File: config.mk
export PLATFORM = sky130hd
export DESIGN_NAME = terminal_text_sanitizer
export DESIGN_NICKNAME = d
export VERILOG_FILES = /design/src/rtl/ttsan_pkg.sv /design/src/rtl/ttsan_front.sv /design/src/rtl/ttsan_fifo.sv /design/src/rtl/ttsan_back.sv /design/src/rtl/terminal_text_sanitizer.sv
export SDC_FILE = /design/constraint.sdc
export NUM_CORES = 1
export LEC_CHECK = 0
export ABC_CLOCK_PERIOD_IN_PS = 3700
export BUFFER_PORTS_ARGS = -buffer_cell sky130_fd_sc_hd__buf_2
export CORE_ASPECT_RATIO = 2
export CORE_UTILIZATION = 40
export CTS_BUF_LIST = sky130_fd_sc_hd__clkbuf_2
export DETAILED_ROUTE_END_ITERATION = 6
export MAX_ROUTING_LAYER = met4
export SLEW_MARGIN = 15
export SYNTH_ARGS = -nofsm -noshare
export SYNTH_HDL_FRONTEND = slang
export SYNTH_SLANG_ARGS = --single-unit
File: constraint.sdc
create_clock -name clock -period 3.7 [get_ports clock]
set_input_delay 0.185 -clock clock [delete_from_list [all_inputs] [get_ports clock]]
set_output_delay 0.185 -clock clock [all_outputs]
set_load 0.005 [all_outputs]
File: src/rtl/ttsan_pkg.sv
// Types, byte codes and helpers of the terminal text sanitizer.
// No dependencies; used by every module of the block.
package ttsan_pkg;

   localparam logic [7:0] BYTE_TAB   = 8'h09;
   localparam logic [7:0] BYTE_CR    = 8'h0D;
   localparam logic [7:0] BYTE_SPACE = 8'h20;
   localparam logic [7:0] BYTE_DEL   = 8'h7F;
   localparam logic [7:0] BYTE_LEAD  = 8'hC2;
   localparam logic [7:0] C1_LO      = 8'h80;
   localparam logic [7:0] C1_HI      = 8'h9F;
   localparam logic [7:0] REPL_0     = 8'hEF;
   localparam logic [7:0] REPL_1     = 8'hBF;
   localparam logic [7:0] REPL_2     = 8'hBD;
   localparam logic [1:0] CONT_TAG   = 2'b10;

   // What a request emits after the optional held lead byte.
   typedef enum logic [1:0] {
      BODY_NONE  = 2'd0,
      BODY_BYTE  = 2'd1,
      BODY_SPACE = 2'd2,
      BODY_REPL  = 2'd3
   } body_type;

   typedef struct packed {
      logic       pfx;     // emit the held 0xC2 first
      body_type   body;
      logic [7:0] value;   // byte for BODY_BYTE
      logic [2:0] nspace;  // 1..4 for BODY_SPACE
   } job_type;

   function automatic logic [2:0] body_len(input body_type body, input logic [2:0] nspace);
      logic [2:0] len;
      unique case (body)
         BODY_NONE:  len = 3'd0;
         BODY_BYTE:  len = 3'd1;
         BODY_SPACE: len = nspace;
         BODY_REPL:  len = 3'd3;
         default:    len = 3'd0;
      endcase
      return len;
   endfunction

endpackage

File: src/rtl/ttsan_front.sv
// Front part: accepts request bytes, tracks column and held lead byte,
// and turns each request into an output job. Uses ttsan_pkg.
module ttsan_front import ttsan_pkg::*; (
   input  logic       clock,
   input  logic       reset,
   input  logic       req_valid,
   output logic       req_ready,
   input  logic [7:0] in_byte,
   input  logic       line_end,
   input  logic       q_ready,
   output logic       push,
   output job_type    job
);

   logic [1:0] phase_ff, phase_in;
   logic       held_ff, held_in;
   logic       accept, pair;
   logic [1:0] phase_a;

   assign req_ready = q_ready;
   assign accept    = req_valid && q_ready;

   always_comb begin
      pair      = held_ff && (in_byte >= C1_LO) && (in_byte <= C1_HI);
      job.pfx   = held_ff && !pair;
      job.value = in_byte;
      job.nspace = 3'd0;
      job.body  = BODY_NONE;
      phase_a   = phase_ff + {1'b0, job.pfx};
      phase_in  = phase_a;
      held_in   = 1'b0;
      if (pair) begin
         job.body = BODY_REPL;
         phase_in = phase_ff + 2'd1;
      end else if (in_byte == BYTE_CR) begin
         job.body = BODY_NONE;
      end else if (in_byte == BYTE_TAB) begin
         job.body   = BODY_SPACE;
         job.nspace = 3'd4 - {1'b0, phase_a};
         phase_in   = 2'd0;
      end else if ((in_byte < BYTE_SPACE) || (in_byte == BYTE_DEL)) begin
         job.body = BODY_REPL;
         phase_in = phase_a + 2'd1;
      end else if ((in_byte == BYTE_LEAD) && !line_end) begin
         held_in = 1'b1;
      end else begin
         job.body = BODY_BYTE;
         if (in_byte[7:6] != CONT_TAG) phase_in = phase_a + 2'd1;
      end
      if (line_end) begin
         phase_in = 2'd0;
         held_in  = 1'b0;
      end
   end

   // Requests that emit nothing never enter the queue.
   assign push = accept && (job.pfx || (job.body != BODY_NONE));

   always_ff @(posedge clock) begin
      if (reset) begin
         phase_ff <= 2'd0;
         held_ff  <= 1'b0;
      end else if (accept) begin
         phase_ff <= phase_in;
         held_ff  <= held_in;
      end
   end

endmodule

File: src/rtl/ttsan_fifo.sv
// Short job queue between front and back of the sanitizer.
// Uses ttsan_pkg for the job type.
module ttsan_fifo import ttsan_pkg::*; #(
   parameter int DEPTH = 4
) (
   input  logic    clock,
   input  logic    reset,
   input  logic    push,
   input  job_type push_job,
   output logic    not_full,
   input  logic    pop,
   output logic    not_empty,
   output job_type head_job
);

   localparam int PTR_W = (DEPTH > 1) ? $clog2(DEPTH) : 1;
   localparam int CNT_W = $clog2(DEPTH + 1);

   job_type            mem_ff [DEPTH];
   logic [PTR_W-1:0]   wr_ff, rd_ff;
   logic [CNT_W-1:0]   cnt_ff;

   assign not_full  = (cnt_ff != CNT_W'(DEPTH));
   assign not_empty = (cnt_ff != '0);
   assign head_job  = mem_ff[rd_ff];

   function automatic logic [PTR_W-1:0] next_ptr(input logic [PTR_W-1:0] p);
      return (p == PTR_W'(DEPTH - 1)) ? '0 : p + PTR_W'(1);
   endfunction

   always_ff @(posedge clock) begin
      if (push) mem_ff[wr_ff] <= push_job;
   end

   always_ff @(posedge clock) begin
      if (reset) begin
         wr_ff  <= '0;
         rd_ff  <= '0;
         cnt_ff <= '0;
      end else begin
         if (push) wr_ff <= next_ptr(wr_ff);
         if (pop)  rd_ff <= next_ptr(rd_ff);
         if (push && !pop)      cnt_ff <= cnt_ff + CNT_W'(1);
         else if (pop && !push) cnt_ff <= cnt_ff - CNT_W'(1);
      end
   end

endmodule

File: src/rtl/ttsan_back.sv
// Back part: plays out one job byte by byte on the response channel.
// Uses ttsan_pkg for the job type and length helper.
module ttsan_back import ttsan_pkg::*; (
   input  logic       clock,
   input  logic       reset,
   input  logic       q_valid,
   input  job_type    q_job,
   output logic       pop,
   output logic       rsp_valid,
   input  logic       rsp_ready,
   output logic [7:0] out_byte,
   output logic       run_end
);

   job_type    job_ff;
   logic [2:0] idx_ff;
   logic       busy_ff;
   logic [2:0] total, j;

   always_comb begin
      total   = {2'b00, job_ff.pfx} + body_len(job_ff.body, job_ff.nspace);
      run_end = (idx_ff == total - 3'd1);
      j       = idx_ff - {2'b00, job_ff.pfx};
      if (job_ff.pfx && (idx_ff == 3'd0)) begin
         out_byte = BYTE_LEAD;
      end else begin
         case (job_ff.body)
            BODY_BYTE:  out_byte = job_ff.value;
            BODY_SPACE: out_byte = BYTE_SPACE;
            BODY_REPL:  out_byte = (j == 3'd0) ? REPL_0 : ((j == 3'd1) ? REPL_1 : REPL_2);
            default:    out_byte = job_ff.value;
         endcase
      end
   end

   assign rsp_valid = busy_ff;
   // Load the next job when idle or as the last byte leaves.
   assign pop = q_valid && (!busy_ff || (rsp_ready && run_end));

   always_ff @(posedge clock) begin
      if (pop) job_ff <= q_job;
   end

   always_ff @(posedge clock) begin
      if (reset) begin
         busy_ff <= 1'b0;
         idx_ff  <= 3'd0;
      end else if (pop) begin
         busy_ff <= 1'b1;
         idx_ff  <= 3'd0;
      end else if (busy_ff && rsp_ready) begin
         if (run_end) busy_ff <= 1'b0;
         else         idx_ff  <= idx_ff + 3'd1;
      end
   end

endmodule

File: src/rtl/terminal_text_sanitizer.sv
// Channel | Dir | Ports                                        | Carries
// req     | in  | req_valid req_ready req_in_byte req_line_end | one raw line byte
// rsp     | out | rsp_valid rsp_ready rsp_out_byte rsp_run_end | one cleaned byte
//
// One request is taken per cycle while the job queue has room. Bytes leave rsp
// one per cycle while rsp_ready is high; a request costs one transfer per byte
// it emits (0 to 5), so tabs and replacements set the sustained rate.
// Reset is synchronous: column, held lead byte, queue and output clear.
// The two sides stall on their own through the QUEUE_DEPTH job queue.
// Depends on ttsan_pkg, ttsan_front, ttsan_fifo and ttsan_back.
module terminal_text_sanitizer import ttsan_pkg::*; #(
   parameter int QUEUE_DEPTH = 4
) (
   input  logic       clock,
   input  logic       reset,
   input  logic       req_valid,
   output logic       req_ready,
   input  logic [7:0] req_in_byte,
   input  logic       req_line_end,
   output logic       rsp_valid,
   input  logic       rsp_ready,
   output logic [7:0] rsp_out_byte,
   output logic       rsp_run_end
);

   job_type front_job, head_job;
   logic    push, not_full, not_empty, pop;

   // Classify each request and keep column and held lead byte up to date.
   ttsan_front u_front (
      .clock     (clock),
      .reset     (reset),
      .req_valid (req_valid),
      .req_ready (req_ready),
      .in_byte   (req_in_byte),
      .line_end  (req_line_end),
      .q_ready   (not_full),
      .push      (push),
      .job       (front_job)
   );

   // Hold jobs so the front keeps taking requests while the back stalls.
   ttsan_fifo #(.DEPTH(QUEUE_DEPTH)) u_fifo (
      .clock     (clock),
      .reset     (reset),
      .push      (push),
      .push_job  (front_job),
      .not_full  (not_full),
      .pop       (pop),
      .not_empty (not_empty),
      .head_job  (head_job)
   );

   // Advance through each job one output byte per accepted response.
   ttsan_back u_back (
      .clock     (clock),
      .reset     (reset),
      .q_valid   (not_empty),
      .q_job     (head_job),
      .pop       (pop),
      .rsp_valid (rsp_valid),
      .rsp_ready (rsp_ready),
      .out_byte  (rsp_out_byte),
      .run_end   (rsp_run_end)
   );

endmodule

# ---- Word-level counts from Yosys, hierarchy flattened
# Memory sizes are Yosys's and may differ from the RTL's. A register that Yosys moved wholly into a read port is not among the register bits.
# Cells that the tools add are included.
dict set report word_totals {
  regBits 14
  latchBits 0
  ramBits 56
  romBits 0
  input_bits 13
  output_inout_bits 11
  wordCells 103
  n_memories 1
}
# memory depth word_bits rd rd_clocked_by_memory_dff write_ports line
set memory_table {}
lappend memory_table {u_fifo.mem_ff 4 14 1 1 1 ttsan_fifo.sv:19} ;# job_type mem_ff [DEPTH];
dict set report classes {
  add_sub_neg 12
  n_mul 0
  div_mod_pow 0
  order_cmp 3
  eq_ne 13
  n_shift 0
  n_mux 35
  bitwise_logic 1
  n_reduce_logical 31
}
# cell count
set op_table {}
lappend op_table {{$mux W2} 14}
lappend op_table {{$eq A8 B4 Y1 const B} 2}
lappend op_table {{$mux W8} 2}
lappend op_table {{$pmux W8 S2} 1}
lappend op_table {{$mux W3} 5}
lappend op_table {{$logic_and A1 B1 Y1} 12}
lappend op_table {{$mux W1} 12}
lappend op_table {{$pmux W3 S4} 1}
lappend op_table {{$add A2 B1 Y2 const B} 4}
lappend op_table {{$eq A2 B2 Y1 const B} 4}
lappend op_table {{$eq A8 B7 Y1 const B} 1}
lappend op_table {{$eq A8 B8 Y1 const B} 1}
lappend op_table {{$ge A8 B8 Y1 const B} 1}
lappend op_table {{$le A8 B8 Y1 const B} 1}
lappend op_table {{$lt A8 B6 Y1 const B} 1}
lappend op_table {{$reduce_bool A2 Y1} 4}
lappend op_table {{$add A3 B1 Y3 const B} 2}
lappend op_table {{$logic_not A3 Y1} 2}
lappend op_table {{$sub A3 B1 Y3 const B} 2}
lappend op_table {{$logic_not A1 Y1} 5}
lappend op_table {{$reduce_and A2 Y1} 2}
lappend op_table {{$add A1 B3 Y3} 1}
lappend op_table {{$eq A3 B1 Y1 const B} 1}
lappend op_table {{$eq A3 B3 Y1} 1}
lappend op_table {{other kinds (11)} 13}

# ---- Logic depth before layout (Yosys ltp)
dict set report depth {
  depth_word 14
  depth_mapped 14
  depth_no_buf 13
}

# ---- Modules after synthesis
# From an unflattened synthesis, not the netlist that was laid out.
dict set report unflattened {
  cells_unflattened 275
  hier_area_um2 4046.4
}
# mod instances cells_per_inst area_each_um2 seq_area_each_um2
set by_module_without_submodules {}
lappend by_module_without_submodules {ttsan_fifo 1 118 2489.9 1861.8}
lappend by_module_without_submodules {ttsan_back 1 92 1048.5 500.5}
lappend by_module_without_submodules {ttsan_front 1 65 508.0 60.1}

# ---- Worst setup path after synthesis
# OpenSTA, ideal clock, no wires.
dict set report synth_path {
  path_kind {reg-to-reg}
  from {register, netlist name u_back.job_ff[12]}
  to {register u_fifo.cnt_ff[2]}
  setup_time_ns 0.071
  t_arrival_ns 2.970
  required_time_ns 3.629
  path_slack_ns 0.660
  stages_incl_launch_ff 15
  path_buffers 1
  period_less_slack_ns 3.040
  cell_sequence {edfxtp_1 clkbuf_1 a21oi_1 ha_1 ha_1 xnor2_1 nor4b_1 o2bb2ai_2 inv_1 ha_1 inv_1 fa_1 xor2_1 or3_1 a21oi_1}
}
dict set report synth_via {
  elab_chain_cells 11
  word_cells_on_any_way 16
  classes_between {add/sub (2); eq/ne (4); mux (2); reduce/logical (8)}
}
# element line
set synth_rtl {}
lappend synth_rtl {{$eq A2 B2 Y1, or another cell as far along} ttsan_pkg.sv:34} ;# unique case (body)
lappend synth_rtl {{$pmux W3 S4 *} ttsan_pkg.sv:34}
lappend synth_rtl {{$add A1 B3 Y3 *} ttsan_back.sv:21} ;# total = {2'b00, job_ff.pfx} + body_len(job_ff.body, job_ff.nspace);
lappend synth_rtl {{$sub A3 B1 Y3 *} ttsan_back.sv:22} ;# run_end = (idx_ff == total - 3'd1);
lappend synth_rtl {{$eq A3 B3 Y1 *} ttsan_back.sv:22}
lappend synth_rtl {{$logic_and A1 B1 Y1 *} ttsan_back.sv:38} ;# assign pop = q_valid && (!busy_ff || (rsp_ready && run_end));
lappend synth_rtl {{$logic_or A1 B1 Y1 *} ttsan_back.sv:38}
lappend synth_rtl {{$logic_and A1 B1 Y1 *} ttsan_back.sv:38}
lappend synth_rtl {{named net pop} terminal_text_sanitizer.sv:27} ;# logic push, not_full, not_empty, pop;
lappend synth_rtl {{$logic_not A1 Y1} ttsan_fifo.sv:43} ;# if (push && !pop) cnt_ff <= cnt_ff + CNT_W'(1);
lappend synth_rtl {{$logic_and A1 B1 Y1} ttsan_fifo.sv:43}
lappend synth_rtl {{$mux W3 / $reduce_bool A2 Y1 (equally long branches)} --}
lappend synth_rtl {{end signal: assignment} ttsan_fifo.sv:43}
lappend synth_rtl {{end signal: assignment} ttsan_fifo.sv:44} ;# else if (pop && !push) cnt_ff <= cnt_ff - CNT_W'(1);
lappend synth_rtl {{end: declaration} ttsan_fifo.sv:21} ;# logic [CNT_W-1:0] cnt_ff;
# The timed path passes the listed nets; every way through them passes the cells marked *.
# A chain may end at the register's enable or synchronous reset.

# ---- Worst setup path in the final report
dict set report layout_path {
  from {register, netlist name u_back.job_ff[12]}
  to {register u_fifo.cnt_ff[2]}
}
dict set report layout_via {
  elab_chain_cells 11
  word_cells_on_any_way 16
  classes_between {add/sub (2); eq/ne (4); mux (2); reduce/logical (8)}
}
# element line
set layout_rtl {}
lappend layout_rtl {{$eq A2 B2 Y1, or another cell as far along} ttsan_pkg.sv:34}
lappend layout_rtl {{$pmux W3 S4 *} ttsan_pkg.sv:34}
lappend layout_rtl {{$add A1 B3 Y3 *} ttsan_back.sv:21}
lappend layout_rtl {{$sub A3 B1 Y3 *} ttsan_back.sv:22}
lappend layout_rtl {{$eq A3 B3 Y1 *} ttsan_back.sv:22}
lappend layout_rtl {{$logic_and A1 B1 Y1 *} ttsan_back.sv:38}
lappend layout_rtl {{$logic_or A1 B1 Y1 *} ttsan_back.sv:38}
lappend layout_rtl {{$logic_and A1 B1 Y1 *} ttsan_back.sv:38}
lappend layout_rtl {{named net pop} terminal_text_sanitizer.sv:27}
lappend layout_rtl {{$logic_not A1 Y1} ttsan_fifo.sv:43}
lappend layout_rtl {{$logic_and A1 B1 Y1} ttsan_fifo.sv:43}
lappend layout_rtl {{$mux W3 / $reduce_bool A2 Y1 (equally long branches)} --}
# Marked as above.

==> impl_results.md <==
- Post-Syn Area: 3740 um^2
- Endpoints failing hold: 0
- Skew-Pair Late Insertion Delay: 0.52 ns
- Area Growth Syn to Fin: 12.4%
- TNS Setup: 0 ns
- # rows: 49
- Clock buffer depth: 2
- RSZ-0062 raised after global routing: false
- Pwr dens: 674 nW/um^2
- Setup bufs post-CTS: 0
- Clock slew at reported path FFs: 0.22 ns
- Post-CTS sizing: 0
- Total power: 2.83 mW
- Yosys reg bits: 84
- Post-Route WL: 6680 um
- Hold Crit Class: in2reg
- Top cells by area, synth: edfxtp_1 56%, mux4_2 8.4%, dfxtp_1 7.5%, ha_1 4.7%, a21oi_1 2.0%
- Drt wl/cell: 16.7 um
- R2r setup slk: 0.77 ns
- Max Freq: 341 MHz
- Die height: 139 um
- Synth area leader: edfxtp_1
- Adder-Cell Fraction of Synth Area: 5.22%
- Final Cycle Share: 79.3%
- Starting Density: 41.5%
- Max Cap Violations: 0
- # clock sinks: 84
- Simple-Gate Fraction of Synth Area: 10.4%
- Synthesized net count: 280
- Final HPWL DP: 4810 um
- Post-Syn Area per Cell: 14.8 um^2
- Status: finished, final reports clean
- First-pass GRT wire length: 10,600 um
- Sequential share of the synthesized area: 63.7%
- Yosys warns: 0
- Largest net degree at the start of global routing: 20
- Worst Setup Start Kind: flip-flop
- Grt total ovfl: 0
- IO Pins: 24
- Mapped Cells: 252
- CTS root buffer: clkbuf_2
- Die Area: 9770 um^2
- WS Path Type: reg2reg
- Highest-count cells in the layout ignoring fill and taps: 70 x edfxtp_1, 23 x buf_2, 20 x nor2_1
- Worst Tran Pin Value: 1.03 ns
- Final Skew: 0.0247 ns
- DRC Markers: 0
- Count of cell types in the netlist: 44
- Global router's overall resource usage: 15.1%
- Number of synthesized flops with an enable pin: 70
- Htree depth: 3
- Vias/cell: 5.30
- Nets@finish: 319
- CP required: 4.17 ns
- Fin crit period: 2.93 ns
- Worst EP arrival: 3.40 ns
- Detailed Routing Iterations Pass 1: 4
- Max-slew headroom: 31.5%
- Die Span X: 70.4 um
- VDD IR max: 0.273 mV
- Main combinational cell family by area after synthesis: simple AND/OR/NAND/NOR gates
- DR vias: 2,116
- Commonest non-fill, non-tap cell in the layout: edfxtp_1
- Mux share of post-synthesis cell area: 10.2%
- Worst Path Max Fanout: 9
- Setup crit end kind: flip-flop
- Vias in the first global route: 2,220
- Share of flip-flops with an asynchronous set or reset: 0%
- Yosys top cell area share: 56.2%
- Core Region: 9010 um^2
- Max-slew violations: 0
- Post-Synth XOR/XNOR Area: 2.58%
- CTS tree: yes
- Primary FF master, synth: edfxtp_1
- Share of layout cells above drive strength 1: 19.9%
- Initial antenna violation count: 1
- Initial DRC Count: 55
- Leakage power: 1.47 nW
- GP Congestion: 0.745
- PortBufs: 23
- DRT antenna net count: 0
- CTS buffer count: 9
- Setup violators final: 0
- Synth Area in Compound Gates: 5.75%
[kinds of logic after synthesis]
kind of cell | Yosys count
xor gates and xnor gates | 11
and+or+nand+nor | 70
buffers and inverters | 20
adders and majority gates | 15
DFF | 84
muxes | 20
AOI/OAI and AO/OA | 32
[metrics by stage]
| stage | worst slack [ns] | hold WS [ns] | std cells | util (%) | cell area, um^2 |
|---|---|---|---|---|---|
| global placement | 0.900 | 0.476 | 371 | 43.9 | 3960 |
| floorplan | 0.660 | 0.284 | 252 | - | 3740 |
| detailed placement | 0.775 | 0.483 | 371 | 43.9 | 3960 |
| CTS | 0.744 | 0.0419 | 398 | 46.6 | 4200 |
| finish | 0.767 | 0.107 | 399 | 46.7 | 4210 |
| global route | 0.551 | 0.0785 | 399 | 46.7 | 4210 |
[state kept, by name, indices dropped and copies added, names as in the netlist]
signal	cells
u_fifo.wr_ff	2
u_back.idx_ff	3
u_fifo.rd_ff	2
u_front.held_ff	1
u_back.rsp_valid	1
u_front.phase_ff	2
u_fifo.mem_ff	56
u_fifo.cnt_ff	3
u_back.job_ff	14
[cell type report]
type                            count  area [um^2]
Fill cell                         798         4810
Timing Repair Buffer               35          233
Tap cell                          102          128
Clock inverter                      7         91.3
Clock buffer                        9         45.0
Inverter                           13         48.8
Sequential cell                    84         2380
Antenna cell                        1         2.50
Multi-Input combinational cell    148         1280
[worst max-delay path: stages (launching register included)]
cell       delay [ns]
edfxtp_1         0.56
a21oi_1          0.19
ha_1             0.16
ha_1             0.23
xnor2_1          0.18
nor4b_1          0.09
o2bb2ai_2        0.15
inv_1            0.08
ha_1             0.17
inv_1            0.06
fa_1             0.38
xor2_1           0.16
or3_1            0.30
a21oi_1          0.16
[metal layers]
metal,wire [um],vias to the layer above,share of wire (%),track usage [%]
met5,0,-,0,-
met4,115,0,1.7,6.95
met3,170,9,2.5,3.49
met2,4000,31,60,28.6
met1,2400,1040,36,13.5
li1,-,1036,-,-
[where the power goes]
group / internal, mW / leakage (nW) / switching, mW / total, mW
Clock: 0.220 / 0.0732 / 0.296 / 0.516
Sequential: 1.25 / 0.769 / 0.157 / 1.41
Combinational: 0.447 / 0.625 / 0.460 / 0.906
[cells in the mapped netlist, drive strengths merged (2+ instances only)]
cell,n
inv,13
nor4,4
nand4b,2
and2,9
mux2,2
buf,2
mux4,14
a31oi,2
nor4b,2
a21oi,15
nand3b,3
nor3,6
xnor2,8
dfxtp,14
a211oi,2
clkbuf,5
o21ai,6
and3,2
nand3,3
o21a,2
edfxtp,70
nand2,10
nor3b,2
or2b,2
nor2,20
mux2i,4
xor2,3
ha,14
[path summary, 6_finish.rpt]
kind,start,to,depth (start not counted)
setup / recovery,u_back.job_ff[12],u_fifo.cnt_ff[2],13
hold / removal,req_valid,u_fifo.wr_ff[1],4
setup reg to reg,u_back.job_ff[12],u_fifo.cnt_ff[2],13
hold reg to reg,u_back.rsp_valid,u_back.rsp_valid,2
[repair_timing]
item | in CTS | in global routing
endpoints found under the setup margin | 0 | 0
hold buffers | 11 | 0
endpoints found under the hold margin | 38 | 0
Power figures use the tool's default switching activity.
